## config.mk

```make
export PLATFORM = sky130hd
export DESIGN_NAME = key_short_long_press_detector_flat
export DESIGN_NICKNAME = d
export VERILOG_FILES = /design/src/design/kpd_pkg.sv /design/src/design/kpd_req_if.sv /design/src/design/kpd_rsp_if.sv /design/src/design/kpd_lane.sv /design/src/design/kpd_merge.sv /design/src/design/key_short_long_press_detector.sv /design/src/flat_wrapper.sv
export SDC_FILE = /design/constraint.sdc
export NUM_CORES = 1
export LEC_CHECK = 0
export BUFFER_PORTS_ARGS = -buffer_cell sky130_fd_sc_hd__buf_4
export CAP_MARGIN = 15
export CORE_ASPECT_RATIO = 0.75
export CORE_MARGIN = 4
export CORE_UTILIZATION = 50
export DETAILED_ROUTE_END_ITERATION = 12
export PLACE_DENSITY = 0.7
export RECOVER_POWER = 50
export SYNTH_ARGS = -nofsm -noshare
export SYNTH_HDL_FRONTEND = slang
export SYNTH_SLANG_ARGS = --single-unit
export TNS_END_PERCENT = 100
```

## constraint.sdc

```tcl
create_clock -name clock -period 9.4 [get_ports clock]
set_input_delay 1.41 -clock clock [delete_from_list [all_inputs] [get_ports clock]]
set_output_delay 1.41 -clock clock [all_outputs]
set_load 0.01 [all_outputs]
```

## src/design/kpd_pkg.sv

```systemverilog
// Shared types and constants for the key short/long press detector.
package kpd_pkg;

   // Width of the sampled key levels and of each result bit vector.
   localparam int KEY_W = 4;

   // Width of the configuration registers.
   localparam int CSR_DATA_W = 8;

   // Width of the configuration register index.
   localparam int CSR_INDEX_W = 1;

   // Reset values of the configuration registers.
   localparam logic [CSR_DATA_W-1:0] LONG_THRESHOLD_RESET  = 8'd78;
   localparam logic [CSR_DATA_W-1:0] REPEAT_INTERVAL_RESET = 8'd15;

   // Saturation limit of the per-key hold counter.
   localparam logic [CSR_DATA_W-1:0] HOLD_COUNT_MAX = 8'hFF;

   // Configuration register indexes.
   typedef enum logic [CSR_INDEX_W-1:0] {
      CSR_LONG_THRESHOLD  = 1'b0,
      CSR_REPEAT_INTERVAL = 1'b1
   } csr_index_type;

   // Per-key press phases.
   typedef enum logic [1:0] {
      PH_IDLE  = 2'd0,
      PH_FIRST = 2'd1,
      PH_HELD  = 2'd2,
      PH_LONG  = 2'd3
   } phase_type;

   // Pulses one lane reports for the current tick.
   typedef struct packed {
      logic short_hit;
      logic long_hit;
   } lane_result_type;

   // One result item.
   typedef struct packed {
      logic [KEY_W-1:0] short_press;
      logic [KEY_W-1:0] long_press;
   } result_type;

endpackage

```

## src/design/kpd_req_if.sv

```systemverilog
// Input channel carrying one tick of sampled key levels.
interface kpd_req_if;

   logic                     valid;
   logic                     ready;
   logic [kpd_pkg::KEY_W-1:0] key_levels;

   modport source (output valid, output key_levels, input ready);
   modport sink   (input valid, input key_levels, output ready);

endinterface

```

## src/design/kpd_rsp_if.sv

```systemverilog
// Result channel carrying the short and long press pulses of one tick.
interface kpd_rsp_if;

   logic                     valid;
   logic                     ready;
   logic [kpd_pkg::KEY_W-1:0] short_press;
   logic [kpd_pkg::KEY_W-1:0] long_press;

   modport source (output valid, output short_press, output long_press, input ready);
   modport sink   (input valid, input short_press, input long_press, output ready);

endinterface

```

## src/design/kpd_lane.sv

```systemverilog
// Per-key press phase machine with its hold counter.
module kpd_lane (
   input  logic                                clock,
   input  logic                                reset,
   input  logic                                advance,
   input  logic                                pressed,
   input  logic [kpd_pkg::CSR_DATA_W-1:0]      long_threshold,
   input  logic [kpd_pkg::CSR_DATA_W-1:0]      repeat_interval,
   output kpd_pkg::lane_result_type            result
);

   kpd_pkg::phase_type                 phase_ff, phase_in;
   logic [kpd_pkg::CSR_DATA_W-1:0]     count_ff, count_in;
   logic [kpd_pkg::CSR_DATA_W-1:0]     count_inc;

   // Saturating increment of the hold count.
   assign count_inc = (count_ff == kpd_pkg::HOLD_COUNT_MAX) ? count_ff
                                                          : count_ff + 8'd1;

   // Next phase and next hold count.
   always_comb begin
      phase_in = phase_ff;
      count_in = count_ff;
      if (advance) begin
         unique case (phase_ff)
            kpd_pkg::PH_IDLE: begin
               if (pressed) phase_in = kpd_pkg::PH_FIRST;
            end
            kpd_pkg::PH_FIRST: begin
               phase_in = pressed ? kpd_pkg::PH_HELD : kpd_pkg::PH_IDLE;
            end
            kpd_pkg::PH_HELD: begin
               count_in = count_inc;
               if (count_inc < long_threshold && !pressed) begin
                  phase_in = kpd_pkg::PH_IDLE;
                  count_in = '0;
               end else if (count_inc >= long_threshold) begin
                  phase_in = kpd_pkg::PH_LONG;
               end
            end
            kpd_pkg::PH_LONG: begin
               if (pressed) begin
                  count_in = (count_inc >= repeat_interval) ? '0 : count_inc;
               end else begin
                  phase_in = kpd_pkg::PH_IDLE;
                  count_in = '0;
               end
            end
            default: begin
               phase_in = kpd_pkg::PH_IDLE;
               count_in = '0;
            end
         endcase
      end
   end

   // Pulses for this tick.
   always_comb begin
      result.short_hit = 1'b0;
      result.long_hit  = 1'b0;
      if (advance) begin
         unique case (phase_ff)
            kpd_pkg::PH_HELD: begin
               result.short_hit = (count_inc < long_threshold) && !pressed;
            end
            kpd_pkg::PH_LONG: begin
               result.long_hit = pressed && (count_inc >= repeat_interval);
            end
            default: begin
               result.short_hit = 1'b0;
               result.long_hit  = 1'b0;
            end
         endcase
      end
   end

   // State registers.
   always_ff @(posedge clock) begin
      if (reset) begin
         phase_ff <= kpd_pkg::PH_IDLE;
         count_ff <= '0;
      end else begin
         phase_ff <= phase_in;
         count_ff <= count_in;
      end
   end

`ifndef SYNTH
   // A short press always ends the press and clears the count.
   a_short_ends_press: assert property (@(posedge clock) disable iff (reset)
      result.short_hit |=> (phase_ff == kpd_pkg::PH_IDLE) && (count_ff == '0))
      else $error("short press did not return the key to idle");

   // A long pulse restarts the repeat count while the key stays long-held.
   a_long_restarts: assert property (@(posedge clock) disable iff (reset)
      result.long_hit |=> (phase_ff == kpd_pkg::PH_LONG) && (count_ff == '0))
      else $error("long pulse did not restart the repeat count");

   // Idle and first-sample phases never carry a count.
   a_idle_no_count: assert property (@(posedge clock) disable iff (reset)
      (phase_ff == kpd_pkg::PH_IDLE || phase_ff == kpd_pkg::PH_FIRST) |-> (count_ff == '0))
      else $error("hold count set outside a held phase");
`endif

endmodule

```

## src/design/kpd_merge.sv

```systemverilog
// Merges the lane pulses into a result item and buffers it for the result channel.
module kpd_merge #(
   parameter int NUM_KEYS = 4
) (
   input  logic                      clock,
   input  logic                      reset,
   input  logic                      push,
   input  kpd_pkg::lane_result_type  lane_result [NUM_KEYS],
   output logic                      can_push,
   kpd_rsp_if.source                 rsp_chan
);

   localparam int SHOWN_KEYS = (NUM_KEYS < kpd_pkg::KEY_W) ? NUM_KEYS : kpd_pkg::KEY_W;

   kpd_pkg::result_type  merged;
   kpd_pkg::result_type  out_data_ff, out_data_in;
   kpd_pkg::result_type  skid_data_ff, skid_data_in;
   logic                 out_valid_ff, out_valid_in;
   logic                 skid_valid_ff, skid_valid_in;
   logic                 pop;

   // Collect the visible lanes into one result; absent keys read as zero.
   always_comb begin
      merged = '0;
      for (int i = 0; i < SHOWN_KEYS; i++) begin
         merged.short_press[i] = lane_result[i].short_hit;
         merged.long_press[i]  = lane_result[i].long_hit;
      end
   end

   assign pop      = out_valid_ff && rsp_chan.ready;
   assign can_push = !skid_valid_ff;

   // Output register with a skid entry behind it.
   always_comb begin
      out_valid_in  = out_valid_ff;
      out_data_in   = out_data_ff;
      skid_valid_in = skid_valid_ff;
      skid_data_in  = skid_data_ff;
      if (pop) begin
         if (skid_valid_ff) begin
            out_data_in   = skid_data_ff;
            skid_valid_in = 1'b0;
         end else if (push) begin
            out_data_in = merged;
         end else begin
            out_valid_in = 1'b0;
         end
      end else if (push) begin
         if (!out_valid_ff) begin
            out_valid_in = 1'b1;
            out_data_in  = merged;
         end else begin
            skid_valid_in = 1'b1;
            skid_data_in  = merged;
         end
      end
   end

   // Valid flags take reset; data registers do not.
   always_ff @(posedge clock) begin
      if (reset) begin
         out_valid_ff  <= 1'b0;
         skid_valid_ff <= 1'b0;
      end else begin
         out_valid_ff  <= out_valid_in;
         skid_valid_ff <= skid_valid_in;
      end
   end

   always_ff @(posedge clock) begin
      out_data_ff  <= out_data_in;
      skid_data_ff <= skid_data_in;
   end

   assign rsp_chan.valid       = out_valid_ff;
   assign rsp_chan.short_press = out_data_ff.short_press;
   assign rsp_chan.long_press  = out_data_ff.long_press;

`ifndef SYNTH
   // The skid entry is only used behind a full output register.
   a_skid_behind_out: assert property (@(posedge clock) disable iff (reset)
      skid_valid_ff |-> out_valid_ff)
      else $error("skid entry valid with empty output register");

   // A buffered result is never dropped while the sink stalls.
   a_skid_kept: assert property (@(posedge clock) disable iff (reset)
      (skid_valid_ff && !rsp_chan.ready) |=> skid_valid_ff && $stable(skid_data_ff))
      else $error("skid entry lost during a stall");

   // A transfer in with the output full and stalled lands in the skid entry.
   a_push_to_skid: assert property (@(posedge clock) disable iff (reset)
      (push && out_valid_ff && !rsp_chan.ready) |=> skid_valid_ff)
      else $error("pushed result not captured in the skid entry");
`endif

endmodule

```

## src/design/key_short_long_press_detector.sv

```systemverilog
// Top level: one lane per key, shared configuration, merged result buffer.
// The pulses of a tick are computed combinationally and registered into the result
// buffer at the edge that transfers the tick in.
// Throughput: one tick per clock while the result buffer has room; the two-entry buffer
// takes one more tick once the result channel stalls, then holds input off until it drains.
// Reset clears every key to idle with a zero count, empties the result buffer and
// loads the thresholds with 78 and 15.
module key_short_long_press_detector #(
   parameter int NUM_KEYS = 4
) (
   input  logic                                clock,
   input  logic                                reset,
   kpd_req_if.sink                             req_chan,
   kpd_rsp_if.source                           rsp_chan,
   input  logic                                csr_we,
   input  logic [kpd_pkg::CSR_INDEX_W-1:0]     csr_index,
   input  logic [kpd_pkg::CSR_DATA_W-1:0]      csr_wdata
);

   logic [kpd_pkg::CSR_DATA_W-1:0]  long_threshold_ff, long_threshold_in;
   logic [kpd_pkg::CSR_DATA_W-1:0]  repeat_interval_ff, repeat_interval_in;
   logic                            can_push;
   logic                            advance;
   kpd_pkg::lane_result_type        lane_result [NUM_KEYS];

   // Configuration register writes.
   always_comb begin
      long_threshold_in  = long_threshold_ff;
      repeat_interval_in = repeat_interval_ff;
      if (csr_we) begin
         unique case (kpd_pkg::csr_index_type'(csr_index))
            kpd_pkg::CSR_LONG_THRESHOLD:  long_threshold_in  = csr_wdata;
            kpd_pkg::CSR_REPEAT_INTERVAL: repeat_interval_in = csr_wdata;
            default: begin
               long_threshold_in  = long_threshold_ff;
               repeat_interval_in = repeat_interval_ff;
            end
         endcase
      end
   end

   always_ff @(posedge clock) begin
      if (reset) begin
         long_threshold_ff  <= kpd_pkg::LONG_THRESHOLD_RESET;
         repeat_interval_ff <= kpd_pkg::REPEAT_INTERVAL_RESET;
      end else begin
         long_threshold_ff  <= long_threshold_in;
         repeat_interval_ff <= repeat_interval_in;
      end
   end

   // A tick advances every lane on the cycle it is transferred in.
   assign req_chan.ready = can_push;
   assign advance        = req_chan.valid && can_push;

   // One press machine per key; keys without an input bit read as pressed.
   for (genvar i = 0; i < NUM_KEYS; i++) begin : g_lane
      logic pressed;
      if (i < kpd_pkg::KEY_W) begin : g_sampled
         assign pressed = !req_chan.key_levels[i];
      end else begin : g_unsampled
         assign pressed = 1'b1;
      end

      kpd_lane u_lane (
         .clock           (clock),
         .reset           (reset),
         .advance         (advance),
         .pressed         (pressed),
         .long_threshold  (long_threshold_ff),
         .repeat_interval (repeat_interval_ff),
         .result          (lane_result[i])
      );
   end

   // Merge the lanes and buffer the result.
   kpd_merge #(
      .NUM_KEYS (NUM_KEYS)
   ) u_merge (
      .clock       (clock),
      .reset       (reset),
      .push        (advance),
      .lane_result (lane_result),
      .can_push    (can_push),
      .rsp_chan    (rsp_chan)
   );

endmodule

```

## src/flat_wrapper.sv

```systemverilog
// flat-port wrapper written by rule: the top's interface ports become plain ports
module key_short_long_press_detector_flat 
#(
   parameter int NUM_KEYS = 4
)
  (clock, reset, csr_we, csr_index, csr_wdata, req_chan_valid, req_chan_key_levels, req_chan_ready, rsp_chan_valid, rsp_chan_short_press, rsp_chan_long_press, rsp_chan_ready);
  kpd_req_if req_chan_i ();
  kpd_rsp_if rsp_chan_i ();
  input  logic clock;
  input  logic reset;
  input  logic csr_we;
  input  logic [kpd_pkg::CSR_INDEX_W-1:0] csr_index;
  input  logic [kpd_pkg::CSR_DATA_W-1:0] csr_wdata;
  input wire logic [$bits(req_chan_i.valid)-1:0] req_chan_valid;
  input wire logic [$bits(req_chan_i.key_levels)-1:0] req_chan_key_levels;
  output wire logic [$bits(req_chan_i.ready)-1:0] req_chan_ready;
  output wire logic [$bits(rsp_chan_i.valid)-1:0] rsp_chan_valid;
  output wire logic [$bits(rsp_chan_i.short_press)-1:0] rsp_chan_short_press;
  output wire logic [$bits(rsp_chan_i.long_press)-1:0] rsp_chan_long_press;
  input wire logic [$bits(rsp_chan_i.ready)-1:0] rsp_chan_ready;
  assign req_chan_i.valid = req_chan_valid;
  assign req_chan_i.key_levels = req_chan_key_levels;
  assign req_chan_ready = req_chan_i.ready;
  assign rsp_chan_valid = rsp_chan_i.valid;
  assign rsp_chan_short_press = rsp_chan_i.short_press;
  assign rsp_chan_long_press = rsp_chan_i.long_press;
  assign rsp_chan_i.ready = rsp_chan_ready;
  key_short_long_press_detector #(.NUM_KEYS(NUM_KEYS)) u_core (.clock(clock), .reset(reset), .req_chan(req_chan_i), .rsp_chan(rsp_chan_i), .csr_we(csr_we), .csr_index(csr_index), .csr_wdata(csr_wdata));
endmodule
```

==> summary.md, run 1 <==
| Metric | Value |
|---|---|
| Status | finished with violations |
| Violated checks | max-capacitance violations, max-slew violations |
| Die Y | 95.0 µm |
| Clock Path Buffers | 2 |
| Tmin final | 3.99 ns |
| H-tree lvl count | 3 |
| Total gr overflow | 0 |
| Initial Util | about 52% |
| Most frequent cell after synthesis | ha_1 |
| Chip width | 124 µm |
| Area delta synth->final | 11.0% |
| RePlAce Congestion | 0.931 |
| Seq pwr share | 44.9% |
| Yosys reg bits | 74 |
| Combinational Power Share | 10.4% |
| CP Capture Type | register |
| Final Max Slew Viols | 35 |
| Reg clk slew, reported paths | 0.06 ns |
| CP max stage cell | a31oi_1 |
| Post-Syn Nets | 654 |
| Setup TNS | 0 ns |
| R2r endpoint | u_core.g_lane[2].u_lane.count_ff[1]$_SDFFE_PP0P_ |
| CP max FO | 17 |
| Cts hold-fix bufs | 0 |
| Leading post-synthesis cells by cell area | dfxtp_1 (23%), ha_1 (17%), edfxtp_1 (9.5%), a21oi_1 (5.6%), nor2_1 (3.3%) |
| Worst R2R Setup Slack | roughly 6.0 ns |
| Max Used Layer | met4 |
| Metal2 WL | 5480 µm |
| XOR/XNOR Fraction of Synth Area | 1.74% |
| CP Cell Sequence | clkbuf_1, nor2b_1, clkbuf_1, inv_1, nor2_2, nand2_1, a31oi_1, a21o_1, a32o_1 |
| CP Launch Type | input pin |
| Hold Path Stages | 2 |
| Worst Skew | 0.00479 ns |
| Final #Nets | 678 |
| Vias | about 4,400 |
| Hold Path Origin | u_core.repeat_interval_ff[6]$_SDFFE_PP0P_ |
| Sw power | 0.191 mW |
| Post-Synthesis Cell Area | 0.00505 mm² |
| Max_slew headroom | -10.4% |
| Final core occ | between 50% and 60% |
| Hold path endpoint | u_core.repeat_interval_ff[6]$_SDFFE_PP0P_ |
| Post-DP Area | 0.00535 mm² |
| Syn Inst Count | 567 |
| Distinct cells, synth | 53 |
| Crit Path Category | in -> reg |
| Design area | approximately 0.0056 mm² |
| Number of antenna violations at the first check in global routing | 0 |
| Adder-Cell Fraction of Synth Area | 17.1% |
| Critical path's top delay family | compound AO/OA/AOI/OAI gates |
| Port bufs | 27 |
| Post-synth EDFFs | 16 |
| Layout cell share with drive strength beyond 1 | 8.39% |
| Mux cell area share after synthesis | 3.50% |
| First drt pass iteration count | 5 |
| HP Class | reg -> reg |
| Post-synth top cells | ha_1 (69), dfxtp_1 (58), a21oi_1 (56), nor2_1 (45), inv_1 (37) |
| Max frequency | 0.250 GHz |
| Site row count | 31 |
| First-iteration detailed-routing DRC count | 302 |
| Post_cts resized | 0 |
| First-pass GRT wire length | between 20,000 and 25,000 µm |
| Via/cell ratio | 6.01 |
| Max cap viols | 1 |
| CTS buffer count | 9 |
| Warnings from Yosys | 0 |
| Met3 wire length | 732 µm |
| Pwr dens | 137 mW/mm² |
| Die ar. | roughly 0.012 mm² |
| Internal | a little under 0.6 mW |
| Setup Buffers After CTS | 0 |
| Avg Inst Size Synth | 8.90 µm² |
| Pleak | 2.46 nW |
| Hold Fails Final Rpt | 0 |
| Synth top area share | 23.0% |
| Worst Max-Slew Pin Slew | 1.66 ns |
| Tcrit/Tclk final | 42.5% |
| Largest net degree at the start of global routing | 35 |
| Worst path bufs/invs | 3 |
| R2R cell count | 11 |
| TritonCTS clock tree | yes |
| Area leader, netlist | dfxtp_1 |
| Routed WL | roughly 12,000 µm |
| Peak supply drop | 0.0916 mV |
| RSZ-0062 raised after global routing | false |
| Crit path launch | req_chan_valid |
| Ant diodes | 0 |
| Final ANT Viol Nets | 0 |
| Clock Power Share | about 45% |
| Ports | 28 |
| CP dominant cell by count | clkbuf_1 |
| CTS Root Cell | clkbuf_16 |
| Detailed Place HPWL | 9320 µm |
| M1 wire length | 5740 µm |
| WL/cell | 16.7 µm |
| Reg-to-Reg Start | u_core.g_lane[2].u_lane.count_ff[0]$_SDFFE_PP0P_ |
| Post-route DRC | 0 |
| Vias in the first global route | 4,142 |
| Top_reg_cell synth | dfxtp_1 |
| WP data arrival | 4.27 ns |
| Max incr delay on CP | approximately 0.74 ns |
| Sequential-to-total area share from yosys stat | 32.5% |
| Largest family of logic cells by synthesized area | compound AO/OA/AOI/OAI gates |
| Ys async rst share | 0% |
| Core region area | 0.00974 mm² |
| Final setup viols | 0 |
| Total global-route track usage | 21.8% |
| Simple-gate portion of the synthesized area | 15.9% |
| Req. time, crit path | just under 10 ns |
| Switching Share | between 20 and 25% |
| Clock Latency Late Sink | around 0.33 ns |
| TritonCTS sink count | 74 |
| Post-synthesis compound-gate area fraction | 25.1% |
area by class of cell:
class                           count  area [µm²]
Sequential cell                    74        1640
Timing Repair Buffer               29         161
Fill cell                         917        4140
Inverter                           37         139
Clock buffer                       11         243
Tap cell                          132         165
Clock inverter                      5        53.8
Multi-Input combinational cell    440        3200
state kept, by name, indices dropped and copies added, names as in the netlist:
register                             count
u_core.g_lane.u_lane.count_ff           32
u_core.g_lane.u_lane.phase_ff            8
u_core.long_threshold_ff                 8
u_core.repeat_interval_ff                8
u_core.u_merge.skid_data_ff              8
u_core.u_merge.rsp_chan.long_press       4
u_core.u_merge.rsp_chan.short_press      4
u_core.u_merge.rsp_chan.valid            1
u_core.u_merge.skid_valid_ff             1
routing by layer:
layer  global-route usage, %  vias up
li1                        -     2198
met1                    29.6     2040
met2                    34.5      113
met3                    5.22       23
met4                    6.75        0
met5                       0        -
metrics by stage:
step	std cells	hold slack, ns	power (mW)	worst slack [ns]
after floorplan	567	0.435	0.403	6.39
after global placement	711	0.442	0.430	5.78
after detailed placement	711	0.448	0.433	5.68
after CTS	727	0.456	0.777	6.02
after global routing	728	0.472	0.798	5.06
final	728	0.453	0.767	5.41
how the worst max path moves through the flow:
stage | to | slack [ns] | cells past startpoint
floorplan | u_core.g_lane[1].u_lane.count_ff[3]$_SDFFE_PP0P_ | 6.39 | 13
global placement | u_core.g_lane[2].u_lane.count_ff[2]$_SDFFE_PP0P_ | 5.78 | 9
detailed placement | u_core.g_lane[2].u_lane.count_ff[1]$_SDFFE_PP0P_ | 5.68 | 9
CTS | u_core.g_lane[2].u_lane.count_ff[1]$_SDFFE_PP0P_ | 6.02 | 11
global route | u_core.g_lane[2].u_lane.count_ff[2]$_SDFFE_PP0P_ | 5.06 | 9
finish | u_core.g_lane[2].u_lane.count_ff[1]$_SDFFE_PP0P_ | 5.41 | 9
tightest hold or removal path: stages, from the launching register on:
cell     delay, ns
dfxtp_1       0.31
nand2_1       0.05
a21oi_1       0.05
cell usage in the layout (no fill, tap or decap), types with 5 or more instances in the layout:
cell type	count
xnor2_1	8
nand3_1	22
nand4_1	10
mux2_2	11
a32o_1	8
a21o_1	7
o31ai_1	6
o21ai_0	16
nor3_1	9
inv_1	37
a31oi_1	6
o21a_1	9
and3_1	11
dfxtp_1	58
nand2_1	34
nor4_1	5
nor2_1	45
a21oi_1	56
clkbuf_1	16
a211o_1	12
nor2b_1	13
clkbuf_16	9
o211ai_1	8
a22o_1	16
ha_1	69
edfxtp_1	16
a211oi_1	8
buf_4	14
nand2b_1	6
cell families (layout without fill, tap and decap cells):
family / count (synthesis) / in the layout
flops: 74 / 74
compound gates: 180 / 180
fa+ha+maj: 69 / 69
xor+xnor: 10 / 10
simple gates: 165 / 165
mux: 16 / 16
buf+inv: 53 / 82
power groups by stage:
stage	sequential, mW	clock [mW]	combinational [mW]
after floorplan	0.350	0	0.0529
after global placement	0.350	0	0.0793
after detailed placement	0.351	0	0.0824
after CTS	0.344	0.351	0.0827
after global routing	0.345	0.363	0.0897
final	0.344	0.343	0.0795
Note: power is estimated with default switching activity, not from simulation.
==> inputs of run 2 (changes only) <==
ABC_AREA = 1   (was not set)
clock period = 3.9 ns   (was 9.4 ns; I/O delays follow)
==> run 2 against run 1 <==
Against the previous run: the run still ends with max-capacitance violations, max-slew violations left; area after synthesis grew 8.9%; core utilization shrank 0.070 points; critical path depth grew 9; synthesized cell count increased by 42%; final area up 7.6%; sequential share of layout area decreased by 2.1 points; largest cell class unchanged; global-route usage down 0.60 points; worst hold slack gained 0.022 ns.
==> summary.md, run 2 <==
| Metric | Value |
|---|---|
| Syn Inst Count | 805 (was 567) |
| Core region area | 0.0105 mm² (was 0.00974 mm²) |
| Hold Fails Final Rpt | 0 (unchanged) |
| Tmin final | just over 3 ns |
| Hold path endpoint | u_core.repeat_interval_ff[0]$_SDFFE_PP1P_ (was u_core.repeat_interval_ff[6]$_SDFFE_PP0P_) |
| Area leader, netlist | dfxtp_1 (unchanged) |
| Yosys reg bits | 74 (unchanged) |
| Chip width | 129 µm (was 124 µm) |
| Avg Inst Size Synth | 6.83 µm² (was 8.90 µm²) |
| Ys async rst share | 0% (unchanged) |
| Die Y | 98.8 µm (was 95.0 µm) |
| Pleak | 3.06 nW (was 2.46 nW) |
| Sequential-to-total area share from yosys stat | 29.9% (was 32.5%) |
| Max incr delay on CP | 0.39 ns (was 0.74 ns) |
| Die ar. | 0.0128 mm² (was 0.0118 mm²) |
| R2R cell count | 18 (was 11) |
| Violated checks | max-capacitance violations, max-slew violations (unchanged) |
| Area of the multi-input gates | 0.00334 mm² (was 0.00320 mm²) |
| WP data arrival | 3.22 ns (was 4.27 ns) |
| Final #Nets | 918 (was 678) |
| Site row count | 32 (was 31) |
| Routed WL | 13,200 µm (was 12,200 µm) |
| Worst Max-Slew Pin Slew | 1.82 ns (was 1.66 ns) |
| Post-DP Area | 0.00581 mm² (was 0.00535 mm²) |
| Final ANT Viol Nets | 0 (unchanged) |
| CP Capture Type | register (unchanged) |
| TritonCTS clock tree | yes (unchanged) |
| RePlAce Congestion | 0.869 (was 0.931) |
| Critical path's top delay family | simple AND/OR/NAND/NOR gates (was compound AO/OA/AOI/OAI gates) |
| Clock Path Buffers | 2 (unchanged) |
| Via/cell ratio | 5.30 (was 6.01) |
| CP max stage cell | dfxtp_1 (was a31oi_1) |
| First drt pass iteration count | 5 (unchanged) |
| Max_slew headroom | -21.5% (was -10.4%) |
| Vias | 5,156 (was 4,374) |
| Clock Latency Late Sink | 0.34 ns (was 0.33 ns) |
| H-tree lvl count | 3 (unchanged) |
| Total gr overflow | 0 (unchanged) |
| FF/Latch Area | 0.00164 mm² (unchanged) |
| Req. time, crit path | 4.04 ns (was 9.67 ns) |
| Hold Path Origin | csr_wdata[0] (was u_core.repeat_interval_ff[6]$_SDFFE_PP0P_) |
| Total global-route track usage | 21.2% (was 21.8%) |
| Ant diodes | 0 (unchanged) |
| CTS Root Cell | clkbuf_16 (unchanged) |
| WL/cell | 13.6 µm (was 16.7 µm) |
| R2r endpoint | u_core.g_lane[2].u_lane.count_ff[1]$_SDFFE_PP0P_ (unchanged) |
| TritonCTS sink count | 74 (unchanged) |
| Most common cell after layout, fill and taps aside | nand2_1 (was ha_1) |
| Design area | 0.00603 mm² (was 0.00560 mm²) |
| Tcrit/Tclk final | 78.8% |
| Largest Register | u_core.g_lane.u_lane.count_ff (unchanged) |
| Peak supply drop | 0.204 mV (was 0.0916 mV) |
| Post-route DRC | 0 (unchanged) |
| Layout cell share with drive strength beyond 1 | 6.94% (was 8.39%) |
| Max reg flops | 32 (unchanged) |
| RSZ-0062 raised after global routing | false (unchanged) |
| Most frequent cell after synthesis | nand2_1 (was ha_1) |
| Pwr dens | 328 mW/mm² (was 137 mW/mm²) |
| Final setup viols | 0 (unchanged) |
| Synth top area share | 21.1% (was 23.0%) |
| Setup Buffers After CTS | 0 (unchanged) |
| Cts hold-fix bufs | 0 (unchanged) |
| Hold Path Stages | 3 (was 2) |
| First-pass GRT wire length | 21,800 µm (was 20,000 µm) |
| Max frequency | 0.325 GHz |
| Reg-to-Reg Start | u_core.g_lane[2].u_lane.count_ff[0]$_SDFFE_PP0P_ (unchanged) |
| Layout fillers | 1,047 (was 917) |
| Total Power | 1.98 mW (was 0.767 mW) |
| Leading post-synthesis cells by cell area | dfxtp_1 (21%), nand2_1 (18%), ha_1 (16%), edfxtp_1 (8.7%), a21oi_1 (6.4%) (was dfxtp_1 (23%), ha_1 (17%), edfxtp_1 (9.5%), a21oi_1 (5.6%), nor2_1 (3.3%)) |
| Max cap viols | 1 (unchanged) |
| Initial Util | 52.4% (was 51.8%) |
| Post_cts resized | 0 (unchanged) |
| CTS buffer count | 9 (unchanged) |
| Number of antenna violations at the first check in global routing | 0 (unchanged) |
| Reg clk slew, reported paths | 0.06 ns (about the same) |
| Worst path bufs/invs | 1 (was 3) |
| Detailed Place HPWL | 9900 µm (was 9320 µm) |
| Distinct cells, synth | 38 (was 53) |
| Largest net degree at the start of global routing | 35 (unchanged) |
| CP dominant cell by count | nand2_1 (was clkbuf_1) |
| Most frequent cells in the layout | nand2_1 (261), inv_1 (93), nor2_1 (73) (was ha_1 (69), dfxtp_1 (58), a21oi_1 (56)) |
| Worst Skew | 0.00541 ns (was 0.00479 ns) |
| Post-Synthesis Cell Area | 0.00550 mm² (was 0.00505 mm²) |
| Warnings from Yosys | 0 (unchanged) |
| Worst R2R Setup Slack | 0.83 ns (was 5.95 ns) |
| Status | finished with violations (unchanged) |
| Top_reg_cell synth | dfxtp_1 (unchanged) |
| Port bufs | 27 (unchanged) |
| Vias in the first global route | 4,726 (was 4,142) |
| Crit path launch | u_core.g_lane[2].u_lane.count_ff[0]$_SDFFE_PP0P_ (was req_chan_valid) |
| HP Class | in -> reg (was reg -> reg) |
| Final Max Slew Viols | 35 (unchanged) |
| CP Launch Type | register (was input pin) |
| Area delta synth->final | 9.63% (was 11.0%) |
| CP max FO | 9 (was 17) |
| CP Cell Sequence | ha_1, nand2_2, nor2_1, nand3_1, nand2_1, o21a_1, inv_1, ha_1, nand2_1, nand2_1, nand2_1, nand2_1, nand2_1, nand3_1, nand2_1, nand2_1, nand2_1, a21oi_1 (was clkbuf_1, nor2b_1, clkbuf_1, inv_1, nor2_2, nand2_1, a31oi_1, a21o_1, a32o_1) |
| Post-Syn Nets | 892 (was 654) |
| Ports | 28 (unchanged) |
| Post-synth top cells | nand2_1 (261), inv_1 (91), a21oi_1 (70), nor2_1 (70), ha_1 (69) (was ha_1 (69), dfxtp_1 (58), a21oi_1 (56), nor2_1 (45), inv_1 (37)) |
| Crit Path Category | reg -> reg (was in -> reg) |
| Post-synth EDFFs | 16 (unchanged) |
| First-iteration detailed-routing DRC count | 366 (was 302) |
| Setup TNS | 0 ns (unchanged) |
## run 2: cell types whose count changed after synthesis, moves of 12 or more
cell,previous run,this run
mux2_2,13,0
a21oi_1,56,70
nor2b_1,13,0
nand2_1,34,261
inv_2,0,17
a22o_1,16,0
nor2_1,45,70
a211o_1,12,0
nand3_1,22,35
o21ai_1,0,19
inv_1,37,91
## run 2: cell type report
type	instances	area share, %
inverters	110	6.85
repair buffers	28	2.80
well taps	136	2.82
multi-input cells	608	55.4
clock buffers	10	3.80
flip-flops and latches	74	27.2
clock inverters	6	1.12
## run 2: how the worst max path moves through the flow
stage,depth (start not counted),slack [ns],to
after floorplan,19,1.62,u_core.g_lane[3].u_lane.count_ff[0]$_SDFFE_PP0P_
after global placement,18,1.34,u_core.g_lane[2].u_lane.count_ff[2]$_SDFFE_PP0P_
after detailed placement,15,1.18,u_core.g_lane[3].u_lane.count_ff[5]$_SDFFE_PP0P_
after CTS,15,1.17,u_core.g_lane[3].u_lane.count_ff[5]$_SDFFE_PP0P_
after global routing,18,0.45,u_core.g_lane[2].u_lane.count_ff[1]$_SDFFE_PP0P_
final,18,0.83,u_core.g_lane[2].u_lane.count_ff[1]$_SDFFE_PP0P_
## run 2: worst reg2reg max path, stage by stage (launching register included)
cell and delay [ns]:
dfxtp_1 0.39, ha_1 0.26, nand2_2 0.07, nor2_1 0.30, nand3_1 0.36, nand2_1 0.14, o21a_1 0.14, inv_1 0.06
ha_1 0.29, nand2_1 0.08, nand2_1 0.05, nand2_1 0.05, nand2_1 0.05, nand2_1 0.10, nand3_1 0.10, nand2_1 0.07
nand2_1 0.18, nand2_1 0.12, a21oi_1 0.06
## run 2: layer usage
layer | global-route usage (%) | vias to the layer above | wire (µm)
li1 | - | 2675 | -
met1 | 29.2 | 2323 | 6320
met2 | 34.0 | 137 | 5920
met3 | 4.17 | 21 | 768
met4 | 5.81 | 0 | 191
met5 | 0 | - | 0
## run 2: stage by stage
stage	hold slack, ns	std cells	setup WS, ns	util, %
final	0.475	972	0.827	57.5
after global routing	0.472	972	0.446	57.5
after CTS	0.465	972	1.17	58.2
after detailed placement	0.471	956	1.18	55.4
after global placement	0.465	956	1.34	55.4
after floorplan	0.455	805	1.62	-
## run 2: logic make-up (layout without fill, tap and decap cells)
kind of cell	after synthesis	count (layout)	synth area share (%)
buffers and inverters	123	154	8.72
DFF	74	74	29.9
AOI/OAI and AO/OA	127	127	12.9
and+or+nand+nor	400	400	30.9
adders and majority gates	69	69	15.7
xor gates and xnor gates	12	12	1.91
## run 2: power breakdown
part	total [mW]	switching (mW)	internal, mW
clock	0.842	0.345	0.497
sequential	0.850	0.0296	0.820
combinational	0.284	0.189	0.0949
